===== config.mk =====
export PLATFORM = sky130hd
export DESIGN_NAME = gct_ram
export DESIGN_NICKNAME = d
export VERILOG_FILES = /design/src/rtl/gct_ram.sv
export SDC_FILE = /design/constraint.sdc
export NUM_CORES = 1
export LEC_CHECK = 0
export BUFFER_PORTS_ARGS = -buffer_cell sky130_fd_sc_hd__buf_2
export CAP_MARGIN = 40
export CORE_MARGIN = 4
export CORE_UTILIZATION = 55
export DETAILED_ROUTE_END_ITERATION = 7
export GPL_ROUTABILITY_DRIVEN = 0
export PLACE_DENSITY_LB_ADDON = 0.2
export SYNTH_ARGS = -nofsm -noshare
export SYNTH_HDL_FRONTEND = slang
export SYNTH_SLANG_ARGS = --single-unit
export TNS_END_PERCENT = 100

===== constraint.sdc =====
create_clock -name clk -period 4 [get_ports clk]
set_input_delay 0.6 -clock clk [delete_from_list [all_inputs] [get_ports clk]]
set_output_delay 0.6 -clock clk [all_outputs]
set_load 0.005 [all_outputs]

===== src/rtl/gct_ram.sv =====
// Generic single-port-write, single-port-read RAM with a registered read.
module gct_ram #(
    parameter int WIDTH = 8,
    parameter int DEPTH = 16
) (
    input  logic                     clk,
    input  logic                     we,
    input  logic [$clog2(DEPTH)-1:0] waddr,
    input  logic [WIDTH-1:0]         wdata,
    input  logic                     re,
    input  logic [$clog2(DEPTH)-1:0] raddr,
    output logic [WIDTH-1:0]         rdata
);

    logic [WIDTH-1:0] mem [DEPTH];
    logic [WIDTH-1:0] rdata_reg;

    always_ff @(posedge clk)
    begin
        if (we)
        begin
            mem[waddr] <= wdata;
        end
        if (re)
        begin
            rdata_reg <= mem[raddr];
        end
    end

    assign rdata = rdata_reg;

endmodule


==> qor.yml <==
timing.max_cap.violations: 0
grt_usage: 0.194
timing.fmax_ghz: 0.497
pwr-share-seq: 0.493
worst_max_slew_margin_expressed_relative_to_the_limit: 0.418
netSwitchingFraction: 0.203
post_cts.resized_instances: 0
drc: 0
largest_register_ffs: 128
cpPeakStageDelay_ns: 0.59
grt_setup_unrepaired: "no"
largest_net_degree_at_the_start_of_global_routing: 33
count_of_endpoints_failing_setup_in_the_final_report: 0
finalHoldViolations: 0
worstSetupEndpointType: "register"
clock_sinks: 136
place_ws_ns: 1.41
floorplan.die_area_um2: 11100
drtAntennaViolNets: 0
timing.critical_path.cells: "buf_2 -> buf_4 -> mux4_1 -> a22oi_1 -> nand2_1"
worstPathRequired_ns: 4.26
clock_tree.buffer_depth: 2
holdBufCountCts: 0
synth-main-ff-cell: "edfxtp_1"
antenna_diode_count: 0
clockPowerShare: 0.465
layout-area-overhead-vs-synth_pct: 16.9
placement_rows: 35
via_count: 2406
buffer_ports.inserted: 26
synthArstFlopShare: 0
synth.net_count: 248
totalNegativeSetupSlack_ns: 0
postSynthCellCount: 229
ir_worst_vdd_mv: 0.369
ys_seq_elements: 136
clock_latency_at_the_later_pin_of_the_worst_skew_pair_ns: 0.52
crit_fanout: 16
post-route-min-period_ns: 2.01
worst_hold_path_type: "in -> reg"
report.final.slew_viol_count: 0
clock_skew_ns: 0.00969
syn_area_um2: 5230
power.density_cell_area_nw_per_um2: 536
final_min_period_over_clock_period: 0.503
clock_tree_from_tritoncts: "yes"
detail_route.wl_per_cell_um: 23.5
root_buffer: "clkbuf_8"
yosys_warnings: 0
grt_overflow: 0
timing.final.ws_setup_ns: 1.99
grt_antenna_before_repair: 0
fp.dieH_um: 105
worstSetupPathType: "in -> reg"
firstDrtPassIters: 5
drt_iter0_markers: 205
timing.critical_path.slowest_stage_cell: "mux4_1"
num_io_pins: 27
nNetsFinal: 294
post_synth_edffs: 136
core-area_um2: 9240
outcome: "complete, no violations"
wire_length_of_the_first_global_routing_pass_um: 15400
hpwl_um: 6270
cts.reportedPaths.clkPinSlew_ns: 0.06
cts_inserted_buffers: 17
synth_sequential_area_ratio: 0.781
post_cts.repair.setup_buffers: 0
dieWidth_um: 105
detail_route.wirelength_um: 9820
initial_cell_density_of_the_core: 0.566
drive_above_1_share: 0.302
cts_htree_levels: 4
p_sw_mw: 0.665
worstSetupStartpointType: "primary input"
syn_area_per_cell_um2: 22.8
worst_ep_arrival_time_ns: 2.28
leakagePower_nw: 2.04
grt_pass1_vias: 2547
internal_power_mw: 2.61
worstMarginPinSlew_ns: 0.870
combinationalPowerShare: 0.042
via_per_inst: 5.77
yosys.cell_types.count: 18
cells in the final DEF (no fill, tap or decap):
| cell type | instances |
|---|---|
| a22oi_1 | 16 |
| and2_1 | 1 |
| and2b_1 | 1 |
| buf_2 | 26 |
| buf_4 | 11 |
| bufinv_16 | 3 |
| clkbuf_16 | 16 |
| clkbuf_8 | 1 |
| clkinv_1 | 2 |
| clkinv_2 | 1 |
| clkinv_4 | 3 |
| clkinvlp_4 | 4 |
| edfxtp_1 | 136 |
| inv_6 | 2 |
| mux4_1 | 14 |
| mux4_2 | 18 |
| nand2_1 | 9 |
| nand2b_1 | 2 |
| nand3_1 | 1 |
| nand3b_1 | 2 |
| nor2_1 | 13 |
| nor2b_1 | 1 |
| nor3_1 | 3 |
| nor3_2 | 1 |
| or3b_2 | 1 |
synthesized netlist by cell type, types with 2 or more instances:
cell               n  area, um^2
nand2b_1           2        12.5
nor3_1             4        20.0
nand3b_1           2        15.0
clkdlybuf4s25_2    3        30.0
nand2_1            9        33.8
edfxtp_1         136        4080
mux4_1            14         368
a22oi_1           16         120
nor2_1            13        48.8
buf_2              3        15.0
buf_6              3        33.8
mux4_2            18         405
power groups by stage:
stage	combinational (mW)	clock [mW]	sequential [mW]
CTS	0.141	1.54	1.61
finish	0.139	1.52	1.61
detailed placement	0.141	0	1.64
global route	0.151	1.62	1.62
floorplan	0.0810	0	1.64
global placement	0.135	0	1.64
area by class of cell:
type | instances | area, um^2
flip-flops and latches | 136 | 4080
fillers | 588 | 3130
multi-input cells | 83 | 1060
clock buffers | 17 | 414
repair buffers | 37 | 213
clock inverters | 15 | 176
well taps | 129 | 161
per-layer routing:
layer / global-route usage / vias to the layer above / part of all wire
li1: - / 1076 / -
met1: 0.282 / 1243 / 0.42
met2: 0.291 / 81 / 0.50
met3: 0.0588 / 6 / 0.073
met4: 0.0527 / 0 / 0.0077
met5: 0 / - / 0
path summary, 6_finish.rpt:
check	from	to	slack, ns	cells after the start
min reg2reg	mem[14][1]$_DFFE_PP_	rdata[1]$_DFFE_PP_	0.75	3
max reg2reg	mem[1][7]$_DFFE_PP_	rdata[7]$_DFFE_PP_	2.53	3
min	re	rdata[1]$_DFFE_PP_	0.46	1
max	raddr[0]	rdata[3]$_DFFE_PP_	1.99	5
kinds of logic (layout without fill, tap and decap cells):
kind of cell,Yosys count,count (layout),share of synthesized area
and+or+nand+nor,35,35,0.0314
muxes,32,32,0.148
DFF,136,136,0.781
AOI/OAI and AO/OA,16,16,0.0230
buffers and inverters,10,69,0.0165
per-stage QoR:
stage,area (um^2),hold slack [ns],utilization,total power [mW],std cells
after floorplan,5230,0.699,-,1.72,229
after global placement,5480,0.724,0.593,1.78,379
after detailed placement,5520,0.739,0.597,1.79,385
after CTS,6110,0.438,0.661,3.30,417
after global routing,6110,0.442,0.661,3.39,417
final,6110,0.456,0.661,3.28,417
worst max-delay path, delay by kind of cell:
family | cells | cell delay [ns]
buffers and inverters | 2 | 0.76
muxes | 1 | 0.59
AOI/OAI and AO/OA | 1 | 0.23
and+or+nand+nor | 1 | 0.09
No activity file was read; power rests on OpenSTA's default activity.
